--- src/hw/rtl/tmf_pkg.sv ---
// Shared types and constants for the trimmed-mean converter channel filter.
package tmf_pkg;

	// Block configuration.
	localparam int NUM_SAMPLES  = 8;
	localparam int NUM_CHANNELS = 4;

	// Field and state widths.
	localparam int CH_W  = 2;
	localparam int SMP_W = 12;
	localparam int SUM_W = 18;
	localparam int CNT_W = 6;
	localparam int LIM_W = 12;
	localparam int REF_W = 13;
	localparam int MV_W  = 14;
	localparam int AVG_W = 12;

	// Configuration port.
	localparam int CFG_IDX_W  = 2;
	localparam int CFG_DATA_W = 13;

	typedef enum logic [CFG_IDX_W-1:0] {
		CFG_SPREAD_LIMIT = 2'd0,
		CFG_REF_MV       = 2'd1
	} cfg_reg_t;

	localparam logic [LIM_W-1:0] SPREAD_LIMIT_RST = 12'd200;
	localparam logic [REF_W-1:0] REF_MV_RST       = 13'd3300;
	localparam logic signed [MV_W-1:0] ERROR_MV   = -14'sd1000;

	// Divide the trimmed sum by the number of kept samples: multiply by a
	// rounded-up reciprocal, exact for any sum below 2**SUM_W.
	localparam int DIV_D   = NUM_SAMPLES - 2;
	localparam int DIV_K   = SUM_W + 6;
	localparam int DIV_M_W = DIV_K + 1;
	localparam longint unsigned DIV_M_L = ((64'd1 << DIV_K) + 64'(DIV_D) - 64'd1) / 64'(DIV_D);
	localparam logic [DIV_M_W-1:0] DIV_M = DIV_M_L[DIV_M_W-1:0];

	// Divide avg * ref_mv by full scale with the same reciprocal scheme.
	localparam int FULL_SCALE = 4095;
	localparam int PROD_W     = AVG_W + REF_W;
	localparam int FS_K       = PROD_W + 12;
	localparam int FS_M_W     = 26;
	localparam longint unsigned FS_M_L =
		((64'd1 << FS_K) + 64'(FULL_SCALE) - 64'd1) / 64'(FULL_SCALE);
	localparam logic [FS_M_W-1:0] FS_M = FS_M_L[FS_M_W-1:0];

	// A completed window handed from the accumulator to the scaling pipeline.
	typedef struct packed {
		logic             done;
		logic [CH_W-1:0]  ch;
		logic             err;
		logic [SUM_W-1:0] trimmed;
	} win_t;

endpackage

--- src/hw/rtl/tmf_accum.sv ---
// Per-channel window state: count, running sum, minimum and maximum.
module tmf_accum import tmf_pkg::*; (
	input  logic             clk,
	input  logic             arst_n,
	input  logic             take,
	input  logic [CH_W-1:0]  ch,
	input  logic [SMP_W-1:0] smp,
	input  logic [LIM_W-1:0] spread_limit,
	output win_t             win
);

	logic [CNT_W-1:0] count_q [NUM_CHANNELS];
	logic [SUM_W-1:0] sum_q   [NUM_CHANNELS];
	logic [SMP_W-1:0] min_q   [NUM_CHANNELS];
	logic [SMP_W-1:0] max_q   [NUM_CHANNELS];

	logic             ch_ok;
	logic             first;
	logic [CNT_W-1:0] cnt_n;
	logic             last;
	logic [SUM_W-1:0] sum_n;
	logic [SMP_W-1:0] min_n;
	logic [SMP_W-1:0] max_n;
	logic [SMP_W-1:0] spread;

	// Fold the sample into the channel's window.
	always_comb begin
		ch_ok  = 32'(ch) < 32'(NUM_CHANNELS);
		first  = count_q[ch] == '0;
		cnt_n  = count_q[ch] + CNT_W'(1);
		last   = cnt_n == CNT_W'(NUM_SAMPLES);
		sum_n  = first ? SUM_W'(smp) : sum_q[ch] + SUM_W'(smp);
		min_n  = (first || smp < min_q[ch]) ? smp : min_q[ch];
		max_n  = (first || smp > max_q[ch]) ? smp : max_q[ch];
		spread = max_n - min_n;
		win.done    = ch_ok && last;
		win.ch      = ch;
		win.err     = spread > spread_limit;
		win.trimmed = sum_n - SUM_W'(max_n) - SUM_W'(min_n);
	end

	// Sample counters restart at zero after reset and after each window.
	always_ff @(posedge clk or negedge arst_n) begin
		if (!arst_n) begin
			for (int i = 0; i < NUM_CHANNELS; i++) begin
				count_q[i] <= '0;
			end
		end else if (take && ch_ok) begin
			count_q[ch] <= last ? '0 : cnt_n;
		end
	end

	// Sum and extremes are loaded by a window's first sample.
	always_ff @(posedge clk) begin
		if (take && ch_ok) begin
			sum_q[ch] <= sum_n;
			min_q[ch] <= min_n;
			max_q[ch] <= max_n;
		end
	end

endmodule

--- src/hw/rtl/tmf_scale.sv ---
// Pipeline that turns a completed window into a millivolt result.
module tmf_scale import tmf_pkg::*; (
	input  logic                   clk,
	input  logic                   arst_n,
	input  logic                   win_valid,
	input  win_t                   win,
	output logic                   win_ready,
	input  logic [REF_W-1:0]       ref_mv,
	output logic                   out_valid,
	input  logic                   out_stall,
	output logic [CH_W-1:0]        result_channel,
	output logic signed [MV_W-1:0] value_mv,
	output logic                   spread_error
);

	logic                   v_s2, v_s3, v_s4, out_valid_q;
	logic [CH_W-1:0]        ch_s2, ch_s3, ch_s4, ch_q;
	logic                   err_s2, err_s3, err_s4, err_q;
	logic [SUM_W-1:0]       trimmed_s2;
	logic [AVG_W-1:0]       avg_s3;
	logic [PROD_W-1:0]      prod_s4;
	logic signed [MV_W-1:0] mv_q;

	logic                        rdy_out, rdy_s4, rdy_s3, rdy_s2;
	logic [SUM_W+DIV_M_W-1:0]    div_prod;
	logic [PROD_W+FS_M_W-1:0]    fs_prod;
	logic [REF_W-1:0]            mv_mag;

	// A stage may load when it is empty or its contents move on.
	always_comb begin
		rdy_out = !out_valid_q || !out_stall;
		rdy_s4  = !v_s4 || rdy_out;
		rdy_s3  = !v_s3 || rdy_s4;
		rdy_s2  = !v_s2 || rdy_s3;
	end

	assign win_ready = rdy_s2;

	// Reciprocal multiplies for the two constant divisions.
	always_comb begin
		div_prod = SUM_W'(trimmed_s2) * DIV_M;
		fs_prod  = PROD_W'(prod_s4) * FS_M;
		mv_mag   = fs_prod[FS_K +: REF_W];
	end

	// Valid bits of every stage.
	always_ff @(posedge clk or negedge arst_n) begin
		if (!arst_n) begin
			v_s2        <= 1'b0;
			v_s3        <= 1'b0;
			v_s4        <= 1'b0;
			out_valid_q <= 1'b0;
		end else begin
			if (rdy_s2) begin
				v_s2 <= win_valid;
			end
			if (rdy_s3) begin
				v_s3 <= v_s2;
			end
			if (rdy_s4) begin
				v_s4 <= v_s3;
			end
			if (rdy_out) begin
				out_valid_q <= v_s4;
			end
		end
	end

	// Payload of every stage.
	always_ff @(posedge clk) begin
		if (rdy_s2 && win_valid) begin
			ch_s2      <= win.ch;
			err_s2     <= win.err;
			trimmed_s2 <= win.trimmed;
		end
		if (rdy_s3 && v_s2) begin
			ch_s3  <= ch_s2;
			err_s3 <= err_s2;
			avg_s3 <= div_prod[DIV_K +: AVG_W];
		end
		if (rdy_s4 && v_s3) begin
			ch_s4   <= ch_s3;
			err_s4  <= err_s3;
			prod_s4 <= PROD_W'(avg_s3) * PROD_W'(ref_mv);
		end
		if (rdy_out && v_s4) begin
			ch_q  <= ch_s4;
			err_q <= err_s4;
			mv_q  <= err_s4 ? ERROR_MV : signed'({1'b0, mv_mag});
		end
	end

	assign out_valid      = out_valid_q;
	assign result_channel = ch_q;
	assign value_mv       = mv_q;
	assign spread_error   = err_q;

endmodule

--- src/hw/rtl/trimmed_mean_adc_channel_filter.sv ---
// Top level of the trimmed-mean converter channel filter.
// Path: a window's result moves from the input register through stages s2, s3 and
// s4 to the output register, and a stalled output holds it there.
// Throughput: one sample per cycle while in_stall is low; each stage holds one item,
// and a stalled output fills the stages behind it before in_stall rises.
// Reset clears all valid bits and sample counters and loads the default spread limit and reference.
module trimmed_mean_adc_channel_filter import tmf_pkg::*; (
	input  logic                   clk,
	input  logic                   arst_n,
	input  logic                   cfg_valid,
	output logic                   cfg_ready,
	input  logic [CFG_IDX_W-1:0]   cfg_index,
	input  logic [CFG_DATA_W-1:0]  cfg_data,
	input  logic                   in_valid,
	output logic                   in_stall,
	input  logic [CH_W-1:0]        channel,
	input  logic [SMP_W-1:0]       sample,
	output logic                   out_valid,
	input  logic                   out_stall,
	output logic [CH_W-1:0]        result_channel,
	output logic signed [MV_W-1:0] value_mv,
	output logic                   spread_error
);

	logic [LIM_W-1:0] spread_limit_q;
	logic [REF_W-1:0] ref_mv_q;
	logic             v_s1;
	logic [CH_W-1:0]  ch_s1;
	logic [SMP_W-1:0] smp_s1;
	logic             win_ready;
	logic             take;
	win_t             win;

	assign cfg_ready = 1'b1;

	// Configuration registers.
	always_ff @(posedge clk or negedge arst_n) begin
		if (!arst_n) begin
			spread_limit_q <= SPREAD_LIMIT_RST;
			ref_mv_q       <= REF_MV_RST;
		end else if (cfg_valid && cfg_ready) begin
			case (cfg_index)
				CFG_SPREAD_LIMIT: spread_limit_q <= cfg_data[LIM_W-1:0];
				CFG_REF_MV:       ref_mv_q       <= cfg_data[REF_W-1:0];
				default: ;
			endcase
		end
	end

	// Input register; the sample updates channel state as it leaves.
	assign take     = v_s1 && win_ready;
	assign in_stall = v_s1 && !win_ready;

	always_ff @(posedge clk or negedge arst_n) begin
		if (!arst_n) begin
			v_s1 <= 1'b0;
		end else if (!in_stall) begin
			v_s1 <= in_valid;
		end
	end

	always_ff @(posedge clk) begin
		if (!in_stall && in_valid) begin
			ch_s1  <= channel;
			smp_s1 <= sample;
		end
	end

	tmf_accum u_accum (
		.clk          (clk),
		.arst_n       (arst_n),
		.take         (take),
		.ch           (ch_s1),
		.smp          (smp_s1),
		.spread_limit (spread_limit_q),
		.win          (win)
	);

	tmf_scale u_scale (
		.clk            (clk),
		.arst_n         (arst_n),
		.win_valid      (v_s1 && win.done),
		.win            (win),
		.win_ready      (win_ready),
		.ref_mv         (ref_mv_q),
		.out_valid      (out_valid),
		.out_stall      (out_stall),
		.result_channel (result_channel),
		.value_mv       (value_mv),
		.spread_error   (spread_error)
	);

endmodule

--- config.mk ---
export PLATFORM = sky130hd
export DESIGN_NAME = trimmed_mean_adc_channel_filter
export DESIGN_NICKNAME = d
export VERILOG_FILES = /design/src/hw/rtl/tmf_pkg.sv /design/src/hw/rtl/tmf_accum.sv /design/src/hw/rtl/tmf_scale.sv /design/src/hw/rtl/trimmed_mean_adc_channel_filter.sv
export SDC_FILE = /design/constraint.sdc
export NUM_CORES = 1
export LEC_CHECK = 0
export BUFFER_PORTS_ARGS = -buffer_cell sky130_fd_sc_hd__buf_4
export CORE_MARGIN = 10
export CORE_UTILIZATION = 35
export DETAILED_ROUTE_END_ITERATION = 7
export PLACE_DENSITY = 0.54
export SLEW_MARGIN = 20
export SYNTH_ARGS = -nofsm -noshare
export SYNTH_HDL_FRONTEND = slang
export SYNTH_SLANG_ARGS = --single-unit
--- constraint.sdc ---
create_clock -name clk -period 16.15 [get_ports clk]
set_clock_uncertainty 0.05 [all_clocks]
set_input_delay 0.8075 -clock clk [delete_from_list [all_inputs] [get_ports clk]]
set_output_delay 0.8075 -clock clk [all_outputs]
set_load 0.01 [all_outputs]
# == After elaboration in Yosys (flattened, before gate mapping) ==
# Memories as Yosys holds them, arrays and structs flattened. A register that Yosys moved wholly into a read port is not among the register bits.
# Cells that the tools add are included.
# op_classes
addsub,5
multipliers,3
magnitude_cmp,5
eq_ne,2
muxes,16
n_bitwise,1
reduce_logical,26
# ops
operator,n
$mul A25 B26 Y50 const B,1
$mul A18 B22 Y36 const B,1
$sub A18 B12 Y18,2
$mul A12 B13 Y25,1
$bwmux W24,1
$gt A12 B12 Y1,2
$mux W12,2
$mux W6,4
$add A18 B12 Y18,1
$mux W18,1
$mux W14,1
$bmux W6 S2,1
$demux W6 S2,1
$lt A12 B12 Y1,1
$sub A12 B12 Y12,1
$logic_and A1 B1 Y1,9
$logic_not A1 Y1,7
$add A6 B1 Y6 const B,1
$eq A6 B4 Y1 const B,1
$logic_not A6 Y1,1
$logic_or A1 B1 Y1,6
$mux W2,3
$reduce_and A2 Y1,2
$ge A3 B3 Y1 const B,1
other kinds (5),6
# word_totals
regBits,149
ramBits,168
inputBits,34
output_inout_bits,20
word_cells,87
memories,3
# memory_table
name,depth,width,rd,rd_clocked_by_memory_dff,wr,line_no,text
u_accum.sum_q,4,18,1,1,1,tmf_accum.sv:13,logic [SUM_W-1:0] sum_q [NUM_CHANNELS];
u_accum.max_q,4,12,1,1,1,tmf_accum.sv:15,logic [SMP_W-1:0] max_q [NUM_CHANNELS];
u_accum.min_q,4,12,1,1,1,tmf_accum.sv:14,logic [SMP_W-1:0] min_q [NUM_CHANNELS];

# == Longest topological paths before layout ==
# Gate-level depths: netlist (run 1).
# depth
depth_word,10
ltp_mapped,33
depth_no_buf,29

# == By module ==
# A second synthesis (run 1) with hierarchy kept.
# hier_totals
hier_cells,2455
hier_area_um2,27856.7
# modules_own_cells
module,n_inst,cells_each,area_each_um2,seq_area_each_um2
tmf_scale,1,1576,15768.9,2502.4
tmf_accum,1,802,10616.4,5645.4
trimmed_mean_adc_channel_filter,1,77,1471.4,1082.3

# == Least setup slack after synthesis (run 1) ==
# No wires, ideal clock.
# synth_timing
kind,register -> register
from,register with a tool-made name
to,register u_scale.err_s2 (data pin)
setup_time_ns,0.266
arrival_time_ns,6.395
required_ns,15.834
slack_ns,9.439
stages_incl_launch_ff,32
n_path_buf,4
synth_period_minus_slack_ns,6.711
cell_sequence,dfxtp_1 > buf_4 > buf_2 > buf_1 > mux4_2 > inv_1 > ha_1 > a21o_1 > a21o_1 > a21o_1 > a21o_1 > a21o_1 > a21o_1 > a211oi_1 > o21ai_1 > buf_2 > mux2_2 > ha_1 > nand2b_1 > a21oi_1 > o21bai_1 > a21oi_1 > o21bai_1 > a21oi_1 > o31ai_1 > nand2_1 > xnor2_1 > ha_1 > a21o_1 > a21o_1 > a2111oi_0 > nor2_1
# synth_rtl
element,line_no,text
"end signal, assigned",tmf_scale.sv:73,err_s2 <= win.err;
"end, declared",tmf_scale.sv:18,"logic err_s2, err_s3, err_s4, err_q;"

==> flow_summary.yaml, run 1 <==
logic_synthesis:
  post_synth_main_area_contributors: "sky130_fd_sc_hd__edfxtp_1, sky130_fd_sc_hd__ha_1, sky130_fd_sc_hd__fa_1"
  synth_edf_count: 262
  synth_flop_cell: "sky130_fd_sc_hd__edfxtp_1"
  synth.most_common_cell: "sky130_fd_sc_hd__inv_1"
  syn_inst: 2412
  async_flop_share_pct: 17.0
  area_share_of_the_largest_cell_type_after_synthesis_pct: 28.3
  netlist_top_cells_count: "sky130_fd_sc_hd__inv_1, sky130_fd_sc_hd__ha_1, sky130_fd_sc_hd__edfxtp_1"
  syn_area_mm2: 0.0278
  netlist-cell-type-count: 66
  synth.ff_latch_count: 318
  yosysWarningCount: 0
  avg_inst_size_synth_um2: 11.5
  yosysTopAreaCell: "sky130_fd_sc_hd__edfxtp_1"
  synth_seq_area_share_pct: 33.4
  syn-num-nets: 3107
clock_tree:
  library_cell_used_as_clock_root_buffer: "sky130_fd_sc_hd__clkbuf_16"
  clk_transition_reported_paths_ns: 0.06
  cts.path.max_buffers: 3
  post_cts_hold_buffer_count: 0
  post_cts.resized_instances: 0
  clkSinkCount: 318
  numCtsBuffers: 37
  post-cts-setup-buffers: 0
  cts_max_level: 2
  insertion_delay_ns: 0.56
  cts_tree: "done"
sta:
  grt_setup_unrepaired: "false"
  worst_pin_slew_ns: 1.10
  finalCritPeriodShare_pct: 44.9
  hold_viol_final: 0
  final_period_minus_worst_setup_slack_ns: 7.25
  finalMaxSlewViolations: 0
  setup_violations: 0
  finalSetupTns_ns: 0
  fin_worst_hold_slack_ns: 0.233
  finalWorstSetupSlack_ns: 8.90
  fmax_mhz: 138
  timing.max_slew.rel_slack_pct: 26.0
drt:
  drt_iter0_markers: 807
  drt_pre_antenna_iters: 5
  ant_nets: 0
  viasPerCell: 4.88
  post-route-drc-count: 0
  vias: 17300
  drt-total-wl_um: 62900
  drt-wirelength-per-cell_um: 17.7
worst_setup_path:
  critPathRequiredTime_ns: 16.40
  worst-r2r-cell-count: 25
  worstPathMaxFanout: 36
  timing.critical_path.arrival_ns: 7.50
  end_kind: "register"
  r2r_end: "u_scale.trimmed_s2[16]$_DFFE_PP_"
  worstSetupPathType: "register to register"
  setup.reg_to_reg.worst_slack_ns: 8.90
  worst_setup_path_start_kind: "register"
floorplan:
  floorplan.core_area_mm2: 0.0787
  die_height_um: 302
  top_level_ports: 54
  die_area_mm2: 0.0910
  die_w_um: 302
  floorplan.initialDensity_pct: 35.3
  placementRows: 103
final_layout:
  drive_gt1_share_pct: 9.39
  stdcell_area_mm2: 0.0305
  num-fill-cells: 7519
  fin_nets: 3161
  antenna_cells: 0
  area_growth_pct: 10.0
power_and_ir_drop:
  power_density_mw_per_mm2: 186
  p_leak_nw: 14.1
  max-vdd-ir-drop_mv: 0.162
global_routing:
  grt_antenna_before_repair: 0
  gr-usage-all-layers_pct: 14.1
  grt_start_max_net_pins: 55
  overflow: 0
  grt_first_pass_wirelength_um: 103000
  grt_pass1_vias: 18800
status:
  outcome: "finished, final reports clean"
placed_design:
  routabilityCongestion: 0.845
  number_of_buffers_added_on_ports: 52
  post_dp_cell_area_mm2: 0.0294
  dp.final_hpwl_um: 49400
  place_worst_setup_slack_ns: 8.88
worst_hold_path:
  worstHoldPathType: "input port to async pin"
flow_run:
  cap_viol_max_count: 0
## where the power goes
group / total (mW) / leakage [nW] / switching [mW] / internal (mW)
logic: 3.57 / 10.5 / 2.03 / 1.54
registers: 1.29 / 3.07 / 0.0774 / 1.21
clock network: 0.815 / 0.566 / 0.356 / 0.459
## kinds of logic after synthesis
logic type / count (synthesis) / synth area share (%)
AND/OR/NAND/NOR: 457 / 8.00
buffers and inverters: 482 / 6.64
other: 1 / 0.0135
adder cells (fa/ha/maj): 661 / 36.2
multiplexers: 112 / 6.39
XOR/XNOR: 76 / 2.40
flip-flops: 318 / 33.4
AO/OA/AOI/OAI: 305 / 6.97
## state kept, by name, summed over array words and instances (netlist names), 12 cells and up, named ones only
| register | flops |
|---|---|
| u_accum.sum_q | 72 |
| u_accum.max_q | 48 |
| u_accum.min_q | 48 |
| u_scale.prod_s4 | 25 |
| u_accum.count_q | 24 |
| u_scale.trimmed_s2 | 18 |
| u_scale.value_mv | 14 |
| ref_mv_q | 13 |
| smp_s1 | 12 |
| spread_limit_q | 12 |
| u_scale.avg_s3 | 12 |
## critical path, cell delays in order, from the launching register on
cell and delay [ns]:
sky130_fd_sc_hd__dfxtp_2 0.46, sky130_fd_sc_hd__buf_4 0.70, sky130_fd_sc_hd__mux4_2 0.61, sky130_fd_sc_hd__inv_1 0.07
sky130_fd_sc_hd__ha_1 0.23, sky130_fd_sc_hd__a21o_1 0.19, sky130_fd_sc_hd__a21oi_1 0.15, sky130_fd_sc_hd__nor2b_1 0.06
sky130_fd_sc_hd__o21ai_0 0.15, sky130_fd_sc_hd__a31oi_1 0.09, sky130_fd_sc_hd__o21ai_1 0.64, sky130_fd_sc_hd__buf_4 0.31
sky130_fd_sc_hd__mux2i_1 0.31, sky130_fd_sc_hd__inv_1 0.16, sky130_fd_sc_hd__fa_1 0.55, sky130_fd_sc_hd__inv_1 0.05
sky130_fd_sc_hd__ha_1 0.34, sky130_fd_sc_hd__nor2b_1 0.14, sky130_fd_sc_hd__o21ai_0 0.19, sky130_fd_sc_hd__a21boi_0 0.15
sky130_fd_sc_hd__o21ai_0 0.22, sky130_fd_sc_hd__a21oi_1 0.18, sky130_fd_sc_hd__a2111oi_0 0.56, sky130_fd_sc_hd__o21bai_1 0.18
sky130_fd_sc_hd__nor2_1 0.15, sky130_fd_sc_hd__xor2_1 0.07
## per-stage QoR
| stage | total power [mW] | utilization, % | std cells |
|---|---|---|---|
| finish | 5.68 | 38.8 | 3542 |
| CTS | 5.75 | 38.8 | 3542 |
| global route | 6.28 | 38.8 | 3542 |
| floorplan | 4.01 | - | 2412 |
| global placement | 4.82 | 37.3 | 3477 |
| detailed placement | 4.90 | 37.3 | 3477 |
## worst max path at each step
stage / slack [ns] / cells after the start / endpoint
2_1_floorplan: 9.44 / 31 / u_scale.err_s2$_DFFE_PP_
3_3_place_gp: 9.07 / 28 / u_scale.err_s2$_DFFE_PP_
3_5_place_dp: 8.88 / 25 / u_scale.trimmed_s2[14]$_DFFE_PP_
4_1_cts: 8.87 / 25 / u_scale.trimmed_s2[14]$_DFFE_PP_
5_1_grt: 8.12 / 25 / u_scale.trimmed_s2[16]$_DFFE_PP_
6_report: 8.90 / 25 / u_scale.trimmed_s2[16]$_DFFE_PP_
## metal layers
metal  share of wire, %  routed length, µm  vias up  GRT usage (%)
li1                   -                  -     8336              -
met1                 45              28000     8677           17.8
met2                 51              32000      211           25.6
met3                2.9               1820       61           1.68
met4                1.6               1020        0           3.16
met5                  0                  0        -              0
## layout by cell type (no fill, tap or decap), types with 7 or more instances in the layout
cell type / instances
sky130_fd_sc_hd__and2_1: 77
sky130_fd_sc_hd__nand2_1: 174
sky130_fd_sc_hd__edfxtp_1: 262
sky130_fd_sc_hd__a31oi_1: 12
sky130_fd_sc_hd__buf_4: 64
sky130_fd_sc_hd__nand4_1: 20
sky130_fd_sc_hd__o21bai_1: 18
sky130_fd_sc_hd__inv_1: 430
sky130_fd_sc_hd__nand3_1: 17
sky130_fd_sc_hd__clkinv_1: 7
sky130_fd_sc_hd__xor2_1: 29
sky130_fd_sc_hd__nand2b_1: 13
sky130_fd_sc_hd__a21oi_1: 86
sky130_fd_sc_hd__dfstp_2: 9
sky130_fd_sc_hd__clkbuf_16: 37
sky130_fd_sc_hd__and3_1: 12
sky130_fd_sc_hd__o21a_1: 13
sky130_fd_sc_hd__xnor2_1: 47
sky130_fd_sc_hd__dfrtp_1: 45
sky130_fd_sc_hd__mux4_2: 47
sky130_fd_sc_hd__fa_1: 237
sky130_fd_sc_hd__a211oi_1: 7
sky130_fd_sc_hd__mux2i_1: 26
sky130_fd_sc_hd__nor2_1: 71
sky130_fd_sc_hd__nor2b_1: 18
sky130_fd_sc_hd__a21o_1: 52
sky130_fd_sc_hd__ha_1: 424
sky130_fd_sc_hd__o21ai_0: 72
sky130_fd_sc_hd__mux2_2: 38
sky130_fd_sc_hd__nor3_1: 21
## layout make-up
class                      count  area [µm²]  area share [%]
tap                         1050        1310            4.30
clock buffer                  42         945            3.09
inverter                     433        1630            5.32
clock inverter                23         224           0.733
sequential                   318        9270            30.4
multi-input combinational   1612       16700            54.6
timing repair buffer          64         480            1.57
(Power assumes the default switching activity.)
==> run 2, diff against run 1 <==
--- a/config.mk
+++ b/config.mk
@@ -9,7 +9,7 @@
 export CORE_MARGIN = 10
 export CORE_UTILIZATION = 35
 export DETAILED_ROUTE_END_ITERATION = 7
-export PLACE_DENSITY = 0.54
+export PLACE_DENSITY = 0.55
 export SLEW_MARGIN = 20
 export SYNTH_ARGS = -nofsm -noshare
 export SYNTH_HDL_FRONTEND = slang
==> constraint.sdc (replaced) <==
create_clock -name clk -period 6.3 [get_ports clk]
set_clock_uncertainty 0.05 [all_clocks]
set_input_delay 0.315 -clock clk [delete_from_list [all_inputs] [get_ports clk]]
set_output_delay 0.315 -clock clk [all_outputs]
set_load 0.01 [all_outputs]
==> run 2 against run 1 <==
Wire length is 2.8% higher; global-route usage grew 0.31 points; critical endpoint is now u_scale.avg_s3[10]$_DFFE_PP_; flip-flop and latch count stayed put; clock-buffer cell count increased by 9; combinational power increased to 2.7 times the previous value; critical path depth down 7; power rose to 2.7 times the previous value; cell count is 2.3% higher; design area is 2.8% higher; clock power rose to 2.7 times the previous value.
==> flow_summary.yaml, run 2 (synthesis gave the netlist of run 1 again) <==
status:
  outcome: "finished, final reports clean"
sta:
  hold_viol_final: 0
  finalMaxSlewViolations: 0
  setup_violations: 0
  finalSetupTns_ns: 0
  fmax_mhz: 166
  timing.max_slew.rel_slack_pct: 37.5
  finalCritPeriodShare_pct: 95.6
  final_period_minus_worst_setup_slack_ns: 6.02
  finalWorstSetupSlack_ns: 0.278
  worst_pin_slew_ns: 0.929
worst_setup_path:
  timing.critical_path.to: "u_scale.avg_s3[10]$_DFFE_PP_"
  critPathRequiredTime_ns: 6.53
  end_kind: "register"
  worstSetupPathType: "register to register"
  r2r_end: "u_scale.avg_s3[10]$_DFFE_PP_"
  worstPathMaxFanout: 5
  critical_path.startpoint: "u_scale.trimmed_s2[3]$_DFFE_PP_"
  regToRegStartpoint: "u_scale.trimmed_s2[3]$_DFFE_PP_"
  setup.reg_to_reg.worst_slack_ns: 0.28
  timing.critical_path.arrival_ns: 6.25
  worst-r2r-cell-count: 18
  worst_setup_path_start_kind: "register"
clock_tree:
  clkSinkCount: 318
  cts.path.max_buffers: 3
  clk_transition_reported_paths_ns: 0.06
  cts_tree: "done"
  cts_max_level: 2
  insertion_delay_ns: 0.57
  numCtsBuffers: 38
  library_cell_used_as_clock_root_buffer: "sky130_fd_sc_hd__clkbuf_16"
drt:
  viasPerCell: 4.88
  drt_pre_antenna_iters: 5
  drt-wirelength-per-cell_um: 17.8
  ant_nets: 0
  vias: 17700
  post-route-drc-count: 0
  drt-total-wl_um: 64600
  drt_iter0_markers: 808
global_routing:
  grt_first_pass_wirelength_um: 105000
  grt_antenna_before_repair: 0
  grt_start_max_net_pins: 55
  overflow: 0
  grt_pass1_vias: 19200
  gr-usage-all-layers_pct: 14.5
final_layout:
  fin_nets: 3241
  stdcell_area_mm2: 0.0314
  final_cell_mix: "sky130_fd_sc_hd__inv_1, sky130_fd_sc_hd__ha_1, sky130_fd_sc_hd__edfxtp_1, sky130_fd_sc_hd__fa_1, sky130_fd_sc_hd__nand2_1"
  num-fill-cells: 7533
  most_common_cell_after_layout_fill_and_taps_aside: "sky130_fd_sc_hd__inv_1"
  top_register: "u_accum.sum_q"
  antenna_cells: 0
  top_regs: "u_accum.sum_q (72), u_accum.max_q (48), u_accum.min_q (48)"
  drive_gt1_share_pct: 11.6
  area_growth_pct: 13.1
  largest_register_ff_count: 72
placed_design:
  number_of_buffers_added_on_ports: 52
  routabilityCongestion: 0.889
  post_dp_cell_area_mm2: 0.0297
  dp.final_hpwl_um: 51200
  place_worst_setup_slack_ns: 0.0812
floorplan:
  floorplan.initialDensity_pct: 35.3
  die_height_um: 302
  placementRows: 103
  floorplan.core_area_mm2: 0.0787
  die_area_mm2: 0.0910
  top_level_ports: 54
  die_w_um: 302
worst_hold_path:
  worstHoldPathType: "input port to register"
power_and_ir_drop:
  max-vdd-ir-drop_mv: 0.516
  power_density_mw_per_mm2: 481
  p_leak_nw: 14.5
flow_run:
  cap_viol_max_count: 0
==> run 2: changes by cell type in the layout (fill, tap and decap cells not counted), moves of 3 or more <==
| cell | change |
|---|---|
| sky130_fd_sc_hd__fa_2 | +3 |
| sky130_fd_sc_hd__fa_1 | -3 |
| sky130_fd_sc_hd__buf_4 | +45 |
| sky130_fd_sc_hd__ha_1 | -4 |
| sky130_fd_sc_hd__dlygate4sd3_1 | +30 |
| sky130_fd_sc_hd__clkinv_2 | -3 |
| sky130_fd_sc_hd__a2111oi_0 | -3 |
| sky130_fd_sc_hd__clkbuf_1 | +6 |
==> run 2: layout make-up <==
cell class / count / area [µm²] / share of cell area [%]
timing repair buffer: 143 / 1180 / 3.76
sequential: 318 / 9270 / 29.5
inverter: 433 / 1630 / 5.18
clock buffer: 51 / 1030 / 3.28
tap: 1050 / 1310 / 4.19
clock inverter: 17 / 204 / 0.650
multi-input combinational: 1612 / 16800 / 53.4
==> run 2: timing repair <==
item,CTS,global route
resized for setup,0,24
hold endpoints to repair,88,0
buffers inserted,0,9
endpoints found under the setup margin,0,12
hold buffers,30,0
==> run 2: routing by layer <==
| layer | global-route usage [%] | part of all wire, % | wire length, µm |
|---|---|---|---|
| met4 | 3.40 | 1.8 | 1180 |
| met3 | 1.75 | 2.6 | 1680 |
| met5 | 0 | 0 | 0 |
| met1 | 18.1 | 44 | 28700 |
| met2 | 26.2 | 51 | 33100 |
==> run 2: critical path, cell delays in order (launching register included) <==
cell                        delay, ns
sky130_fd_sc_hd__edfxtp_1        0.43
sky130_fd_sc_hd__ha_4            0.28
sky130_fd_sc_hd__fa_2            0.37
sky130_fd_sc_hd__buf_4           0.17
sky130_fd_sc_hd__inv_1           0.07
sky130_fd_sc_hd__fa_1            0.43
sky130_fd_sc_hd__fa_1            0.50
sky130_fd_sc_hd__inv_1           0.06
sky130_fd_sc_hd__fa_1            0.50
sky130_fd_sc_hd__fa_1            0.50
sky130_fd_sc_hd__ha_1            0.33
sky130_fd_sc_hd__a2111oi_0       0.53
sky130_fd_sc_hd__a31o_2          0.26
sky130_fd_sc_hd__a21boi_0        0.09
sky130_fd_sc_hd__buf_4           0.17
sky130_fd_sc_hd__a221o_1         0.40
sky130_fd_sc_hd__a211o_1         0.30
sky130_fd_sc_hd__and2_1          0.17
sky130_fd_sc_hd__xor2_1          0.14
==> run 2: report_power, final <==
part / switching [mW] / internal (mW) / total, mW
Clock: 0.896 / 1.29 / 2.18
Combinational: 5.49 / 4.16 / 9.65
Sequential: 0.175 / 3.11 / 3.28
Total: 6.56 / 8.55 / 15.1
==> run 2: how the worst min path moves through the flow <==
stage	start	end	depth (start not counted)
6_report	cfg_index[1]	spread_limit_q[3]$_DFFE_PN1P_	4
5_1_grt	cfg_index[1]	spread_limit_q[7]$_DFFE_PN1P_	4
4_1_cts	cfg_index[0]	spread_limit_q[3]$_DFFE_PN1P_	4
3_5_place_dp	arst_n	u_accum.count_q[9]$_DFFE_PN0P_	1
3_3_place_gp	arst_n	u_accum.count_q[9]$_DFFE_PN0P_	1
2_1_floorplan	arst_n	ref_mv_q[0]$_DFFE_PN0P_	0
==> run 2: per-stage QoR <==
step	utilization, %	hold slack, ns	power, mW	std cells
4_1_cts	39.7	0.118	15.2	3615
5_1_grt	39.9	0.129	16.6	3624
3_3_place_gp	37.7	0.339	12.6	3517
2_1_floorplan	-	-0.0306	10.3	2412
3_5_place_dp	37.7	0.354	12.8	3517
6_report	39.9	0.0782	15.1	3624
==> run 3, diff against run 2 <==
--- a/config.mk
+++ b/config.mk
@@ -5,6 +5,7 @@
 export SDC_FILE = /design/constraint.sdc
 export NUM_CORES = 1
 export LEC_CHECK = 0
+export ABC_AREA = 1
 export BUFFER_PORTS_ARGS = -buffer_cell sky130_fd_sc_hd__buf_4
 export CORE_MARGIN = 10
 export CORE_UTILIZATION = 35
==> run 3 against run 2 <==
Utilization down 0.99 points; sequential power fell by 7.9%; via count is 27% higher; highest routed layer is now met5.
==> flow_summary.yaml, run 3 <==
final_layout:
  finish.utilization_pct: 38.9
  final_cell_mix: "sky130_fd_sc_hd__nand2_1, sky130_fd_sc_hd__inv_1, sky130_fd_sc_hd__ha_1, sky130_fd_sc_hd__edfxtp_1, sky130_fd_sc_hd__fa_1"
  area_growth_pct: 9.98
  top_regs: "u_accum.sum_q (72), u_accum.max_q (48), u_accum.min_q (48)"
  largest_register_ff_count: 72
  most_common_cell_after_layout_fill_and_taps_aside: "sky130_fd_sc_hd__nand2_1"
  top_register: "u_accum.sum_q"
  drive_gt1_share_pct: 6.01
  num-fill-cells: 8769
  fin_nets: 4167
  finalNonFillerCells: 4642
logic_synthesis:
  syn_area_mm2: 0.0302
  netlist_top_cells_count: "sky130_fd_sc_hd__nand2_1, sky130_fd_sc_hd__inv_1, sky130_fd_sc_hd__ha_1"
  async_flop_share_pct: 17.0
  synth_flop_cell: "sky130_fd_sc_hd__edfxtp_1"
  area_share_of_the_largest_cell_type_after_synthesis_pct: 26.1
  post_synth_main_area_contributors: "sky130_fd_sc_hd__edfxtp_1, sky130_fd_sc_hd__ha_1, sky130_fd_sc_hd__fa_1"
  netlist-cell-type-count: 56
  syn-num-nets: 4102
  synth.most_common_cell: "sky130_fd_sc_hd__nand2_1"
  avg_inst_size_synth_um2: 8.86
  yosysWarningCount: 0
  syn_inst: 3407
  synth_edf_count: 262
  yosysTopAreaCell: "sky130_fd_sc_hd__edfxtp_1"
  synth_seq_area_share_pct: 30.7
  synth.ff_latch_count: 318
worst_setup_path:
  worstSetupPathType: "register to register"
  critPathRequiredTime_ns: 6.56
  worst-r2r-cell-count: 15
  setup.reg_to_reg.worst_slack_ns: 0.64
  regToRegStartpoint: "u_scale.trimmed_s2[12]$_DFFE_PP_"
  timing.critical_path.arrival_ns: 5.92
  end_kind: "register"
  worstPathMaxFanout: 5
  worst_setup_path_start_kind: "register"
  r2r_end: "u_scale.avg_s3[10]$_DFFE_PP_"
power_and_ir_drop:
  p_leak_nw: 16.4
  power_density_mw_per_mm2: 339
  max-vdd-ir-drop_mv: 0.322
  finalPower_mw: 11.2
sta:
  finalMaxSlewViolations: 0
  timing.max_slew.rel_slack_pct: 30.6
  finalSetupTns_ns: 0
  hold_viol_final: 0
  setup_violations: 0
  worst_pin_slew_ns: 1.04
  fmax_mhz: 177
  final_period_minus_worst_setup_slack_ns: 5.66
  grt_setup_unrepaired: "false"
  finalCritPeriodShare_pct: 89.8
global_routing:
  grt_first_pass_wirelength_um: 128000
  grt_start_max_net_pins: 67
  grt_antenna_before_repair: 2
  gr-usage-all-layers_pct: 16.2
  grt_pass1_vias: 23400
  overflow: 0
drt:
  post-route-drc-count: 0
  viasPerCell: 4.85
  drt-total-wl_um: 79200
  drt_pre_antenna_iters: 5
  vias: 22500
  drt_iter0_markers: 1332
  ant_nets: 0
  drt-wirelength-per-cell_um: 17.1
clock_tree:
  library_cell_used_as_clock_root_buffer: "sky130_fd_sc_hd__clkbuf_16"
  clkSinkCount: 318
  post_cts.resized_instances: 0
  numCtsBuffers: 35
  cts_max_level: 2
  cts.path.max_buffers: 3
  clk_transition_reported_paths_ns: 0.07
  insertion_delay_ns: 0.57
  cts_tree: "done"
worst_hold_path:
  worst_hold_startpoint: "cfg_data[9]"
  whs_endpoint: "spread_limit_q[9]$_DFFE_PN0P_"
  worstHoldPathType: "input port to register"
  hold_path_cells: 3
placed_design:
  count_of_placed_standard_cells_including_taps: 4561
  number_of_buffers_added_on_ports: 52
  dp.final_hpwl_um: 62500
  routabilityCongestion: 0.884
floorplan:
  floorplan.initialDensity_pct: 35.4
  die_w_um: 314
  floorplan.core_area_mm2: 0.0854
  die_area_mm2: 0.0984
  die_height_um: 314
  placementRows: 107
  top_level_ports: 54
status:
  outcome: "finished, final reports clean"
flow_run:
  cap_viol_max_count: 0
## run 3: changes by cell type in the layout (fill, tap and decap cells not counted), moves of 77 or more
cell,before,now
sky130_fd_sc_hd__a21oi_1,84,178
sky130_fd_sc_hd__nand2_1,174,764
sky130_fd_sc_hd__and2_1,77,0
sky130_fd_sc_hd__inv_1,429,649
sky130_fd_sc_hd__nand3_1,17,105
sky130_fd_sc_hd__o21ai_0,71,150
sky130_fd_sc_hd__nor2_1,71,204
## run 3: stage by stage
stage	setup slack [ns]	hold slack, ns	area, µm²
final	0.640	0.0930	33200
after global routing	0.0234	0.101	33200
after CTS	0.628	0.0644	33200
after detailed placement	0.645	0.358	31900
after global placement	0.625	0.359	31900
after floorplan	1.11	-0.0306	30200
## run 3: power breakdown
part	leakage [nW]	total (mW)	switching [mW]	internal [mW]
sequential	3.09	3.02	0.156	2.87
combinational	12.8	6.19	3.90	2.29
clock	0.518	2.03	0.928	1.10
total	16.4	11.2	4.99	6.25
## run 3: critical path, cell delays in order, from the launching register on
cell	delay, ns
sky130_fd_sc_hd__edfxtp_1	0.49
sky130_fd_sc_hd__ha_1	0.39
sky130_fd_sc_hd__fa_1	0.54
sky130_fd_sc_hd__fa_1	0.56
sky130_fd_sc_hd__inv_1	0.12
sky130_fd_sc_hd__fa_1	0.62
sky130_fd_sc_hd__inv_1	0.11
sky130_fd_sc_hd__fa_1	0.51
sky130_fd_sc_hd__fa_1	0.48
sky130_fd_sc_hd__ha_1	0.39
sky130_fd_sc_hd__a21oi_1	0.26
sky130_fd_sc_hd__o21ai_0	0.16
sky130_fd_sc_hd__a21oi_1	0.28
sky130_fd_sc_hd__o221a_2	0.23
sky130_fd_sc_hd__nand2_1	0.07
sky130_fd_sc_hd__xor2_1	0.14
## run 3: worst max path at each step
stage                                          start                            end  slack (ns)  cells after the start
floorplan                    ref_mv_q[2]$_DFFE_PN1P_  u_scale.prod_s4[24]$_DFFE_PP_        1.11                     19
global placement    u_scale.trimmed_s2[12]$_DFFE_PP_   u_scale.avg_s3[10]$_DFFE_PP_        0.63                     15
detailed placement  u_scale.trimmed_s2[12]$_DFFE_PP_   u_scale.avg_s3[10]$_DFFE_PP_        0.64                     15
CTS                 u_scale.trimmed_s2[12]$_DFFE_PP_   u_scale.avg_s3[10]$_DFFE_PP_        0.63                     15
global route                                register       u_scale.err_s2$_DFFE_PP_        0.02                     31
finish              u_scale.trimmed_s2[12]$_DFFE_PP_   u_scale.avg_s3[10]$_DFFE_PP_        0.64                     15
## run 3: area by class of cell
cell class              count  area, µm²  share of cell area (%)
well taps                1144       1430                    4.31
multi-input cells        2354      18100                    54.5
flip-flops and latches    318       9270                    27.9
repair buffers            100        808                    2.43
clock inverters            19        170                   0.512
diodes                      1       2.50                 0.00754
clock buffers              43        926                    2.79
inverters                 663       2490                    7.50
## run 3: cell families after synthesis
family,count (synthesis),synth area share [%]
compound gates,454,8.69
fa+ha+maj,661,33.3
other cells,1,0.0124
xor+xnor,69,2.03
mux,1,0.0373
flops,318,30.7
buf+inv,735,9.43
simple gates,1168,15.8
## run 3: timing repair
item / in CTS / in global routing
hold buffers: 18 / 0
setup buffers: 0 / 0
endpoints found under the hold margin: 64 / 0
## run 3: layer usage
metal	global-route usage (%)	part of all wire [%]
met5	0	0.016
met4	4.84	2.8
met3	2.32	4.7
met2	27.1	47
met1	21.6	46
